`config.mk`:
```
export PLATFORM = sky130hd
export DESIGN_NAME = pfs_ctrl
export DESIGN_NICKNAME = d
export VERILOG_FILES = /design/src/rtl/core/pfs_pkg.sv /design/src/rtl/core/pfs_ctrl.sv
export SDC_FILE = /design/constraint.sdc
export NUM_CORES = 1
export LEC_CHECK = 0
export BUFFER_PORTS_ARGS = -buffer_cell sky130_fd_sc_hd__buf_2
export CAP_MARGIN = 20
export CORE_AREA = 4 4 41 43
export DETAILED_ROUTE_END_ITERATION = 16
export DIE_AREA = 0 0 45 47
export PLACE_DENSITY = 0.45
export SLEW_MARGIN = 20
export SYNTH_ARGS = -nofsm -noshare
export SYNTH_HDL_FRONTEND = slang
export SYNTH_SLANG_ARGS = --single-unit
```
`constraint.sdc`:
```
create_clock -name clk_i -period 2.2 [get_ports clk_i]
set_input_delay 0.55 -clock clk_i [delete_from_list [all_inputs] [get_ports clk_i]]
set_output_delay 0.55 -clock clk_i [all_outputs]
set_load 0.01 [all_outputs]
```
`src/rtl/core/pfs_pkg.sv`:
```
`timescale 1ns / 1ps
package pfs_pkg;

  localparam int PALETTE_ENTRIES = 256;
  localparam int IDX_W = $clog2(PALETTE_ENTRIES);
  localparam int TICK_W = 17;
  localparam int CFG_IDX_W = 3;
  localparam int CFG_DATA_W = 16;

  localparam logic [2:0] CMD_LOAD = 3'd0;
  localparam logic [2:0] CMD_START = 3'd1;
  localparam logic [2:0] CMD_TICK = 3'd2;
  localparam logic [2:0] CMD_SKIP = 3'd3;
  localparam logic [2:0] CMD_READ = 3'd4;

  localparam logic [1:0] PH_FADE_IN = 2'd0;
  localparam logic [1:0] PH_HOLD = 2'd1;
  localparam logic [1:0] PH_FADE_OUT = 2'd2;
  localparam logic [1:0] PH_DONE = 2'd3;

  localparam logic [CFG_IDX_W-1:0] CFG_HOLD_TICKS = 3'd0;
  localparam logic [CFG_IDX_W-1:0] CFG_FADE_IN_TICKS = 3'd1;
  localparam logic [CFG_IDX_W-1:0] CFG_STEPS_PER_TICK = 3'd2;
  localparam logic [CFG_IDX_W-1:0] CFG_CUE_ENABLE = 3'd3;
  localparam logic [CFG_IDX_W-1:0] CFG_CUE_TICK = 3'd4;

  typedef struct packed {
    logic [2:0] command;
    logic [7:0] entry_index;
    logic [7:0] target_red;
    logic [7:0] target_green;
    logic [7:0] target_blue;
  } pfs_in_t;

  typedef struct packed {
    logic [1:0] phase;
    logic       finished;
    logic       cue_pulse;
    logic [7:0] entry_red;
    logic [7:0] entry_green;
    logic [7:0] entry_blue;
  } pfs_out_t;

  typedef struct packed {
    logic accept;
    logic sweep_rd;
    logic sweep_end;
    logic read_cap;
  } ctl_cmd_t;

  typedef struct packed {
    logic [1:0] phase;
    logic       sweep_last;
  } ctl_sts_t;

endpackage

```
`src/rtl/core/pfs_ctrl.sv`:
```
`timescale 1ns / 1ps
module pfs_ctrl (
  input  logic              clk_i,
  input  logic              rst_ni,
  input  logic              start,
  output logic              busy,
  output logic              done_o,
  input  logic [2:0]        command_i,
  input  pfs_pkg::ctl_sts_t sts_i,
  output pfs_pkg::ctl_cmd_t ctl_o
);
  import pfs_pkg::*;

  typedef enum logic [4:0] {
    ST_IDLE  = 5'b00001,
    ST_SWEEP = 5'b00010,
    ST_DRAIN = 5'b00100,
    ST_READ  = 5'b01000,
    ST_RESP  = 5'b10000
  } state_e;

  state_e state_q, state_d;

  always_comb begin
    state_d = state_q;
    ctl_o = '0;
    unique case (state_q)
      ST_IDLE: begin
        if (start) begin
          ctl_o.accept = 1'b1;
          if (command_i == CMD_TICK &&
              (sts_i.phase == PH_FADE_IN || sts_i.phase == PH_FADE_OUT)) begin
            state_d = ST_SWEEP;
          end else if (command_i == CMD_READ) begin
            state_d = ST_READ;
          end else begin
            state_d = ST_RESP;
          end
        end
      end
      ST_SWEEP: begin
        ctl_o.sweep_rd = 1'b1;
        if (sts_i.sweep_last) begin
          state_d = ST_DRAIN;
        end
      end
      ST_DRAIN: begin
        ctl_o.sweep_end = 1'b1;
        state_d = ST_RESP;
      end
      ST_READ: begin
        ctl_o.read_cap = 1'b1;
        state_d = ST_RESP;
      end
      ST_RESP: begin
        state_d = ST_IDLE;
      end
      default: begin
        state_d = ST_IDLE;
      end
    endcase
  end

  always_ff @(posedge clk_i or negedge rst_ni) begin
    if (!rst_ni) begin
      state_q <= ST_IDLE;
    end else begin
      state_q <= state_d;
    end
  end

  assign busy = (state_q != ST_IDLE);
  assign done_o = (state_q == ST_RESP);

endmodule

```
Word level (Yosys, flattened, before mapping)
Index checks and enable logic that the tools add are counted.
{ "totals": {"register_bits": 5, "input_bits": 9, "word_cells": 27, "output_inout_bits": 6} }
{ "op_classes": {"n_reduce_logical": 5, "n_eq_ne": 11, "muxes": 10} }
{ "op_table": {"columns": ["op", "n"], "rows": [
  ["5-bit two-way mux", 4],
  ["5-bit one-hot mux with 3 select lines", 1],
  ["5-bit by 1-bit == test with 1-bit output, second input constant", 1],
  ["5-bit by 2-bit == test with 1-bit output, second input constant", 1],
  ["5-bit by 3-bit == test with 1-bit output, second input constant", 1],
  ["5-bit by 4-bit == test with 1-bit output, second input constant", 1],
  ["5-bit == test, second input constant", 1],
  ["1-bit two-way mux", 5],
  ["5-bit by 1-bit != test with 1-bit output, second input constant", 1],
  ["2-bit != test, second input constant", 2],
  ["3-bit by 2-bit == test with 1-bit output, second input constant", 1],
  ["3-bit == test, second input constant", 1],
  ["2-bit == test, second input constant", 1],
  ["2-bit logical NOT", 1],
  ["2-bit AND reduction", 1],
  ["2-bit OR reduction", 1],
  ["1-bit logical AND", 1],
  ["1-bit logical OR", 1]
]} }

Depth between registers and ports, before layout
Gate-level depths: netlist (run 1).
{ "logic_depth": {"word_depth": 6, "mapped_depth": 5, "depth_no_buf": 5} }

Worst setup path before layout (run 1)
No wires, ideal clock.
{ "synth_timing": {"path_kind": "register -> output", "from": "reg state_q[1]", "to": "out ctl_o[1] in the netlist's numbering", "t_arrival_ns": 1.109, "t_required_ns": 1.650, "path_stages_with_launch": 3, "path_slack_ns": 0.541, "path_buffers": 0, "cell_sequence": "dfrtp_1 or3_1 nor3b_1"} }
{ "synth_lines": {"columns": ["element", "line_no", "text"], "rows": [
  ["from (decl)", "pfs_ctrl.sv:22", "state_e state_q, state_d;"],
  ["from (signal assigned)", "pfs_ctrl.sv:68", "state_q <= state_d;"],
  ["to (decl)", "pfs_ctrl.sv:10", "output pfs_pkg::ctl_cmd_t ctl_o"]
]} }

==> flow_results.org, run 1 <==
** Global route
- Wire length of the first global-routing pass :: 1040 µm
- Entering global routing, the biggest net connects 6 pins.
- Global routing finished with a remaining overflow of 0.
- The via count of the first global-routing pass was 264.
- The initial antenna violation count came to 0.
- Tot GR Track Use :: 7.96%

** Clock network
- Gates resized during post-CTS repair numbered 0.
- TritonCTS built the clock tree.
- Clock Sink Count :: 5
- Buffers inserted during clock tree synthesis total 3.
- The tree is rooted in a clkbuf_4.
- Number of H-tree branching levels :: 1
- Clock network latency to the later pin of the worst-skew pair :: 0.23 ns
- In this run the post-CTS setup repair buffer count came out at 0.
- After clock tree synthesis, the clock-pin slew on the worst setup and hold paths is 0.04 ns.
- The number of hold buffers added after CTS was 0.
- In this run the deepest clock path goes through 2 buffers.

** Critical path
- The largest single stage delay on the critical path is 0.41 ns.
- In this run the register-to-register setup slack is 0.93 ns.
- For the worst flop-to-flop path, the logic depth is 4.
- Crit path required time :: 1.65 ns
- Critical-path cell list :: or3_1, nor3b_1, buf_2
- Critical Path Source Type :: flip-flop
- Classification of the worst setup path :: reg2out
- Standard cell with the maximum stage delay on the critical path :: or3_1
- The worst register-to-register path begins at state_q[3].
- STA classifies the critical path endpoint as an output pin.
- Critical path peak fanout :: 4
- Arrival time at the worst endpoint :: 1.39 ns
- The endpoint identified for the worst register-to-register timing path is state_q[3].

** Synth
- Leading post-synthesis cells by cell area :: dfrtp_1, dfstp_2, nor4b_4
- The share of synthesized area in the top cell type comes to 31.7%.
- Synthesized netlist cell count :: 31
- In this run, synthesis produced a sequential element count of 5.
- Mean instance size in the synthesized netlist :: 10.2 µm²
- Post-Synthesis Net Count :: 40
- Top cell type by total area after synthesis :: dfrtp_1
- Summed instance area of the synthesized netlist :: 315 µm²
- Number of warnings reported in the yosys synthesis log :: 0
- Yosys mapped the design onto 22 distinct sky130hd cell types.
- After synthesis, flip-flops and latches occupy 40.1% of the total area.

** Detailed routing
- Detail-routed via count per cell :: 4.41
- The detail route stage leaves a number of antenna-violating nets equal to 0.
- The detailed router finished its first iteration with 5 violations.
- Wire length per cell :: 9.98 µm
- DRC violations left :: 0
- The routed design has 629 µm of wire.
- Via total after detailed routing :: 278
- For this run, the detailed router's first-pass iteration total came to 3.

** Power
- Of the total power, the share spent switching nets is 34.5%.
- Summed over all cells, the static leakage comes to 0.227 nW.
- For this design the total switching power over the nets is 0.139 mW.
- Combinational group share of total power :: 41.6%
- Sequential group share of total power :: 33.2%
- Clock group share of total power :: 25.2%
- Power spread over the standard cell area amounts to 948 nW/µm².
- Max rail drop VDD :: 0.499 mV
- Internal power component :: 0.264 mW

** Placed design
- The count of buffers added on input and output ports is 13.
- Placed instance count :: 59
- Global placer's final weighted congestion :: 0.707
- Detailed placement ended at an HPWL of 527 µm.

** Cells and area
- Largest regs :: state_q (5)
- Counting flops per register, the top entry is state_q.
- The register with the most flip-flops in the layout has 5 of them.
- Fraction of layout cells with a size suffix above 1 :: 45.8%
- Syn-to-layout area delta :: 34.9%
- Final non-filler cell total :: 63
- Counting the fill cells in the layout gives 152.
- Multi-input gate area in the final layout :: 178 µm²
- Diode insertion count for antenna repair :: 0
- Leading cell type in the layout, fill and taps excluded :: buf_2
- The net count of the finished layout is 58.
- Commonest cells after routing, fill and taps aside :: buf_2, dfrtp_1, inv_1, clkbuf_4
- Sequential cell area :: 126 µm²

** STA
- Measured against its own limit, the worst slew margin works out to 87.0%.
- Fin crit period :: 1.94 ns
- Final setup skew :: 0.000318 ns
- The max-slew violation count came to 0.
- Dividing the final minimum period by the clock period gives 88.1%.
- Derived from the worst setup path, the maximum achievable clock frequency is 516 MHz.
- Setup repair after global routing missed its margin :: no
- The count of endpoints failing hold in the final timing report was 0.
- Actual transition at the worst max-transition pin :: 0.194 ns
- Setup violations remaining at the end of the flow were counted as 0.
- For the final routed database, the setup TNS stands at 0 ns.

** Floorplan
- The die is 45 µm wide.
- Starting Density :: 24.2%
- After floorplanning, the core was divided into 13 placement rows.
- Number of top-level pins :: 15
- Placeable core region :: 1300 µm²
- The die is 47 µm tall.
- Floorplan die area :: 2120 µm²

** Status
- Run status :: complete, no violations

** Flow run
- Max-cap violations in this run came to 0.

** Min path
- Worst hold path class :: in2async
-- cell usage after synthesis --
| master | count |
|---|---|
| nand2_1 | 2 |
| and2_1 | 1 |
| xor2_1 | 1 |
| nor2_1 | 2 |
| or3_1 | 1 |
| a21oi_1 | 1 |
| nor2_2 | 1 |
| nand2b_1 | 1 |
| o21ai_0 | 1 |
| mux2i_1 | 1 |
| inv_1 | 3 |
| o32ai_2 | 1 |
| dfrtp_1 | 4 |
| nand2_4 | 1 |
| nor3_1 | 1 |
| o22ai_1 | 1 |
| nor3b_1 | 2 |
| o21ai_1 | 1 |
| dfstp_2 | 1 |
| and4bb_4 | 1 |
| nand3_1 | 2 |
| nor4b_4 | 1 |
-- worst max path at each step --
stage	startpoint	end	slack, ns	cells past startpoint
global route	state_q[1]	ctl_o[1]	0.13	3
global placement	state_q[1]	ctl_o[1]	0.50	3
finish	state_q[1]	ctl_o[1]	0.26	3
floorplan	state_q[1]	ctl_o[1]	0.54	2
detailed placement	state_q[1]	ctl_o[1]	0.50	3
CTS	state_q[1]	ctl_o[1]	0.24	3
-- stage by stage --
stage / total power, mW / util [%] / instance area [µm²] / setup WS, ns / hold WS [ns]
global route: 0.437 / 32.7 / 425 / 0.129 / 0.110
CTS: 0.409 / 32.7 / 425 / 0.240 / 0.111
floorplan: 0.253 / - / 315 / 0.541 / 0.254
detailed placement: 0.303 / 30.7 / 399 / 0.504 / 0.366
finish: 0.403 / 32.7 / 425 / 0.261 / 0.116
global placement: 0.305 / 30.7 / 399 / 0.498 / 0.366
-- power groups by stage --
stage	Combinational, mW	Clock [mW]	Sequential (mW)
2_1_floorplan	0.122	0	0.131
3_3_place_gp	0.169	0	0.135
3_5_place_dp	0.168	0	0.135
4_1_cts	0.170	0.106	0.133
5_1_grt	0.188	0.112	0.137
6_report	0.168	0.102	0.134
-- final cells by class --
| type | instances | area share (%) |
|---|---|---|
| multi-input combinational | 23 | 41.8 |
| sequential | 5 | 29.7 |
| timing repair buffer | 13 | 15.3 |
| clock buffer | 4 | 6.18 |
| tap | 15 | 4.41 |
| inverter | 3 | 2.65 |
-- critical path: cells and delay by family, from the launching register on --
kind                   cells  cell delay [ns]
flip-flops                 1             0.39
buffers and inverters      1             0.16
AND/OR/NAND/NOR            2             0.61
-- per-layer routing --
metal	GRT usage (%)	vias up	part of all wire [%]
met5	0	-	0
met4	12.3	0	6.4
met3	2.68	4	9.2
met2	9.89	14	40
met1	8.58	116	44
li1	-	144	-
-- logic make-up (layout without fill, tap and decap cells) --
| logic type | Yosys count | after routing | share of synthesized area, % |
|---|---|---|---|
| AND/OR/NAND/NOR | 16 | 16 | 38.5 |
| AO/OA/AOI/OAI | 5 | 5 | 11.9 |
| XOR/XNOR | 1 | 1 | 2.78 |
| multiplexers | 1 | 1 | 3.17 |
| flip-flops | 5 | 5 | 40.1 |
| buffers and inverters | 3 | 20 | 3.57 |
Power figures use the tool's default switching activity.
==> run 2: changes to the inputs <==
==> constraint.sdc (replaced) <==
create_clock -name clk_i -period 2.2 [get_ports clk_i]
set_input_delay 0.11 -clock clk_i [delete_from_list [all_inputs] [get_ports clk_i]]
set_output_delay 0.11 -clock clk_i [all_outputs]
set_load 0.1 [all_outputs]
==> flow_results.org, run 2 (same netlist as run 1, synthesis figures left out) <==
** Clock network
- CTS tree :: yes
- The number of resized instances in the post-cts repair step is 0 (unchanged).
- The number of buffers on the longest clock path is 2 (unchanged).
- The tree is rooted in a clkbuf_4.
- Clock Sink Count :: 5 (unchanged)
- Clock network latency to the later pin of the worst-skew pair :: 0.23 ns (about the same)
- The clock transition time at the flip-flop clock pins of the worst setup and hold paths was 0.04 ns (about the same).
- The number of H-tree branching levels was 1 (unchanged).
- The count of hold buffers inserted by post-cts repair came to 1 (+1).
- Number of buffers added for setup after CTS :: 0 (unchanged)
- Cts bufs inserted :: 3 (unchanged)

** Critical path
- The largest fanout of any net on the critical path came to 4 (unchanged).
- Classification of the worst setup path :: reg2out
- Standard cell with the maximum stage delay on the critical path :: buf_2
- Crit path required time :: 2.09 ns (+0.44 ns)
- In this design, the largest share of critical-path delay is due to simple AND/OR/NAND/NOR gates.
- The data arrival at the endpoint of the critical path came to 1.70 ns (+0.31 ns).
- The worst stage delay on the critical path was 0.45 ns (+0.04 ns).
- Critical-path cell list :: or3_1, nor3b_1, buf_2
- STA classifies the critical path startpoint as a flip-flop.
- The worst setup path is captured at an output pin.
- Count of buffer and inverter cells on the critical path :: 1 (unchanged)

** STA
- The worst max-slew margin expressed relative to the limit was 67.7% (-19 points).
- Setup violations, final :: 0 (unchanged)
- Setup repair after global routing left no endpoint under its margin.
- The timing-limited maximum frequency came to 552 MHz (+7.0%).
- The count of endpoints failing hold in the final timing report was 0 (unchanged).
- Max Slew Vio Count :: 0 (unchanged)
- Fin crit period :: 1.81 ns (-0.127 ns)
- The slew at the pin closest to its max-slew limit came to 0.488 ns (+0.294 ns).
- Final Cycle Share :: 82.3% (-5.8 points)
- Final setup skew :: 0.00129 ns (+0.000973 ns)

** Detailed routing
- The residual DRC count is 0 (unchanged).
- The detail-routed via count per cell was 4.27 (-3.3%).
- Via total after detailed routing :: 273 (-1.8%)
- Wire length per cell :: 9.64 µm (-3.4%)
- The initial DRC count was 0 (-5).
- The residual antenna-violating net count after detailed routing came to 0 (unchanged).
- The count of TritonRoute iterations in the first routing pass is 1 (-2).
- Total length of routed wires :: 617 µm (-1.9%)

** Cells and area
- The largest registers in the layout are state_q (5).
- Leaving out fill and tap cells, the most frequent cell in the layout is buf_2.
- The antenna cell count came to 0 (unchanged).
- state_q holds more flip-flops than any other register.
- Syn-to-layout area delta :: 38.1%
- The library cells used most frequently in the layout, excluding fill and tap cells, are buf_2, dfrtp_1, inv_1, clkbuf_4.
- The count of non-filler cells in the finished layout came to 64 (+1.6%).
- The number of nets in the layout came to 59 (+1.7%).
- Max reg flops :: 5 (unchanged)
- The proportion of layout cells with a drive suffix above 1 was 44.9% (-0.94 points).
- Post-route cell area :: 435 µm² (+2.4%)
- Core Util, Final :: 33.5% (+0.77 points)

** Status
- Run status :: complete, no violations

** Global route
- Gr ovfl total :: 0 (unchanged)
- The global routing usage summed across all routing layers was 7.55% (-0.41 points).
- The initial antenna violation count was 0 (unchanged).
- The pin count of the biggest net entering global routing came to 6 (unchanged).
- The wire length of the first global-routing pass was 1050 µm (+0.67%).
- Number of global-route vias before repair :: 285 (+8.0%)

** Floorplan
- The count of pins on the block boundary came to 15 (unchanged).
- The vertical die dimension came to 47 µm (unchanged).
- The die width is 45 µm (unchanged).
- The starting utilization of the core area came to 24.2% (unchanged).
- Placeable core region :: 1300 µm² (unchanged)
- The row count was 13 (unchanged).
- Floorplan die area :: 2120 µm² (unchanged)

** Placed design
- Placed wire-length estimate :: 536 µm (+1.7%)
- The count of input and output buffers came to 13 (unchanged).
- The final weighted congestion in routability-driven placement is 0.707 (about the same).
- Placed cell area :: 399 µm² (unchanged)
- Placed instance count :: 59 (unchanged)

** Power
- The peak ir drop on the vdd network came to 0.838 mV (+68%).
- The leakage dissipation was 0.231 nW (+1.8%).
- Power density relative to cell area :: 1300 nW/µm² (+38%)

** Flow run
- The max-capacitance violation count came to 0 (unchanged).

** Min path
- Worst hold path class :: in2reg
run 2: cell types whose count changed in the layout (fill, tap and decap cells not counted):
cell	delta
dlygate4sd3_1	+1
run 2: cell type report:
type	count	area, µm²
Timing Repair Buffer	14	75.1
Fill cell	143	866
Tap cell	15	18.8
Sequential cell	5	126
Multi-Input combinational cell	23	178
Inverter	3	11.3
Clock buffer	4	26.3
run 2: stage by stage:
step	setup slack (ns)	power, mW	hold WS [ns]	setup TNS (ns)
after floorplan	-0.913	0.417	-0.186	-2.34
after global placement	0.643	0.469	-0.0740	0
after detailed placement	0.631	0.469	-0.0743	0
after CTS	0.369	0.576	0.0699	0
after global routing	0.286	0.604	0.0889	0
final	0.389	0.568	0.0791	0
run 2: power by group:
part	switching (mW)	internal [mW]	total (mW)
Clock	0.0327	0.0682	0.101
Sequential	0.0163	0.118	0.134
Combinational	0.254	0.0794	0.333
Total	0.303	0.265	0.568
run 2: metal layers:
metal  vias up  track usage (%)  wire length [µm]  share of wire (%)
met5         -                0                 0                  0
met4         0             8.77                12                1.9
met3         2             2.30                49                7.9
met2        12             9.89               260                 42
met1       114             9.01               294                 48
li1        145                -                 -                  -
run 2: worst paths after layout:
| kind | end | slack (ns) | startpoint | cells after the start |
|---|---|---|---|---|
| worst max-delay path | ctl_o[1] | 0.39 | state_q[1] | 3 |
| worst min-delay path | state_q[0] | 0.08 | start | 2 |
| worst max register to register | state_q[4] | 0.94 | state_q[3] | 5 |
| worst min register to register | state_q[1] | 0.69 | state_q[1] | 2 |
| max in group asynchronous | state_q[0] | 1.78 | rst_ni | 2 |
| min in group asynchronous | state_q[4] | 0.21 | rst_ni | 2 |
==> run 3: changes to the inputs <==
--- a/config.mk
+++ b/config.mk
@@ -10,7 +10,7 @@
 export CORE_AREA = 4 4 41 43
 export DETAILED_ROUTE_END_ITERATION = 16
 export DIE_AREA = 0 0 45 47
-export PLACE_DENSITY = 0.45
+export PLACE_DENSITY = 0.47
 export SLEW_MARGIN = 20
 export SYNTH_ARGS = -nofsm -noshare
 export SYNTH_HDL_FRONTEND = slang
==> constraint.sdc (replaced) <==
create_clock -name clk_i -period 1.6 [get_ports clk_i]
set_input_delay 0.08 -clock clk_i [delete_from_list [all_inputs] [get_ports clk_i]]
set_output_delay 0.08 -clock clk_i [all_outputs]
set_load 0.1 [all_outputs]
==> flow_results.org, run 3 (same netlist as run 1, synthesis figures left out) <==
** Status
- The flow ran to the end, and the final reports show no timing, DRC or antenna violations.

** Power
- The clock network power share is 15.1% (-2.7 points).
- The areal power density over the cells came to 1680 nW/µm² (+29%).
- The leakage dissipation was 0.252 nW (+9.0%).
- Internal power component :: 0.485 mW (+83%)
- P_sw :: 0.477 mW (+57%)
- Max rail drop VDD :: 1.52 mV (+82%)
- Sequential group share of total power :: 20.2% (-3.4 points)
- The combinational group share of total power is 64.7% (+6.0 points).
- Switching Share :: 49.6% (-3.7 points)

** STA
- The number of setup violations in the final report came to 0 (unchanged).
- Setup repair after global routing could not meet its margin everywhere.
- After layout, the minimum clock period comes to 1.57 ns.
- Fmax :: 638 MHz
- The slew at the pin closest to its max-slew limit was 0.192 ns (-0.296 ns).
- The worst clock skew on the final layout is 0.00110 ns (-0.000193 ns).
- The worst max-slew margin expressed relative to the limit was 87.2% (+20 points).
- The worst hold margin came to 0.0447 ns (-0.0344 ns).
- Max Slew Vio Count :: 0 (unchanged)
- Number of hold violations in the final report :: 0 (unchanged)
- The final critical path takes up 98.0% of the cycle.

** Critical path
- Among all stages on the critical path, the largest delay is contributed by or3_4.
- Critical-path cell list :: or3_4, nor3b_4, buf_12
- The worst setup path is captured at an output pin.
- The setup path with the least slack is of type reg2out.
- Peak per-stage delay on the critical path :: 0.41 ns (-0.04 ns)
- Critical path peak fanout :: 4 (unchanged)
- STA classifies the critical path startpoint as a flip-flop.
- Crit path required time :: 1.52 ns (-0.57 ns)
- Arrival time at the worst endpoint :: 1.49 ns (-0.21 ns)
- Count of buffer and inverter cells on the critical path :: 1 (unchanged)
- CP delay by family, top :: simple AND/OR/NAND/NOR gates

** Global route
- The met2 capacity usage during global routing was 13.8% (+4.0 points).
- GR met1 Demand/Resource :: 9.51% (+0.51 points)
- Tot GR Track Use :: 8.99% (+1.4 points)
- The pin count of the biggest net entering global routing is 6 (unchanged).
- Layer with the highest usage after global routing :: met2
- Met3 track demand over resource in global routing :: 3.07% (+0.77 points)
- The total congestion overflow came to 0 (unchanged).
- Number of global-route vias before repair :: 304 (+6.7%)
- Wire length of the first global-routing pass :: 1310 µm (+25%)
- The initial antenna violation count came to 0 (unchanged).

** Clock network
- The number of buffers on the longest clock path is 2 (unchanged).
- Clock network latency to the later pin of the worst-skew pair :: 0.24 ns (about the same)
- Root buffer selected by CTS :: clkbuf_4
- Clock input transition at the sequential cells of the worst setup and hold paths :: 0.04 ns (about the same)
- The number of H-tree branching levels was 1 (unchanged).
- Clock Sink Count :: 5 (unchanged)
- TritonCTS built the clock tree.
- Cts bufs inserted :: 3 (unchanged)

** Detailed routing
- Total length of routed wires :: 715 µm (+16%)
- Detail-routed via count per cell :: 4.63 (+8.4%)
- The count of TritonRoute iterations in the first routing pass was 4 (+3).
- The initial DRC count was 5 (+5).
- The total number of vias came to 296 (+8.4%).
- The residual DRC count is 0 (unchanged).
- Wire length per cell :: 11.2 µm (+16%)
- Antenna viol nets, final :: 0 (unchanged)

** Floorplan
- The die footprint is 2120 µm² (unchanged).
- The count of pins on the block boundary came to 15 (unchanged).
- Number of rows created at floorplan :: 13 (unchanged)
- The vertical die dimension was 47 µm (unchanged).
- The starting utilization of the core area is 24.2% (unchanged).
- The die width was 45 µm (unchanged).
- The core region area was 1300 µm² (unchanged).

** Cells and area
- From synthesis to final layout, the design area changed by 81.3%.
- Commonest cells after routing, fill and taps aside :: buf_2, buf_12, clkbuf_4
- Diode insertion count for antenna repair :: 0 (unchanged)
- Max reg flops :: 5 (unchanged)
- Total Nets Final :: 59 (unchanged)
- Largest register by flop count :: state_q
- The count of non-filler cells in the finished layout was 64 (unchanged).
- Post-route cell area :: 572 µm² (+31%)
- The library cell used most frequently in the layout, excluding fill and tap cells, is buf_2.
- Fraction of layout cells with a size suffix above 1 :: 59.2% (+14 points)
- The largest registers in the layout are state_q (5).

** Placed design
- Placed wire-length estimate :: 619 µm (+16%)
- The final weighted congestion in routability-driven placement was 0.740 (+4.7%).
- The total instance count after detailed placement was 59 (unchanged).
- Placed cell area :: 528 µm² (+32%)
- Number of buffers added on ports :: 13 (unchanged)

** Flow run
- Maximum Capacitance Violations :: 0 (unchanged)

** Min path
- The path class of the tightest hold or removal check is in2reg.
==> run 3: cell counts in the layout (fill, tap and decap cells not counted) <==
Identical to the previous run, type by type.
==> run 3: repair_timing <==
item	4_1_cts	5_1_grt
resized for setup	0	4
hold buffers	1	0
setup buffers	0	0
hold endpoints to repair	5	0
pin swaps	2	3
setup endpoints to repair	2	3
==> run 3: metrics by stage <==
stage	setup WS, ns	total power, mW	TNS [ns]	util, %
6_report	0.0319	0.962	0	43.9
5_1_grt	-0.0168	1.01	-0.0236	43.9
4_1_cts	0.000132	0.968	0	43.4
3_5_place_dp	0.258	0.816	0	40.6
3_3_place_gp	0.275	0.809	0	40.6
2_1_floorplan	-0.144	0.620	-0.481	-
==> run 3: power groups by stage <==
stage | Sequential (mW) | Combinational, mW | Clock (mW)
after floorplan | 0.191 | 0.429 | 0
after global placement | 0.194 | 0.615 | 0
after detailed placement | 0.196 | 0.620 | 0
after CTS | 0.194 | 0.623 | 0.151
after global routing | 0.198 | 0.659 | 0.156
final | 0.195 | 0.622 | 0.145
==> run 3: worst paths after layout <==
| check | start | to | slack (ns) | cells past startpoint |
|---|---|---|---|---|
| setup / recovery | state_q[4] | ctl_o[1] | 0.03 | 3 |
| hold / removal | start | state_q[0] | 0.04 | 2 |
| setup reg to reg | state_q[2] | state_q[4] | 0.29 | 5 |
| hold reg to reg | state_q[4] | state_q[1] | 0.72 | 3 |
| max in group asynchronous | rst_ni | state_q[0] | 1.21 | 2 |
| min in group asynchronous | rst_ni | state_q[3] | 0.18 | 2 |
==> run 3: layout make-up <==
cell class                      instances  area, µm²
Fill cell                             131        729
Multi-Input combinational cell         23        221
Timing Repair Buffer                   14        165
Sequential cell                         5        129
Clock buffer                            4       26.3
Tap cell                               15       18.8
Inverter                                3       11.3
==> run 3: metal layers <==
layer | share of wire (%) | vias to the layer above
met5 | 0 | -
met4 | 4.1 | 0
met3 | 10 | 5
met2 | 49 | 19
met1 | 37 | 126
li1 | - | 146
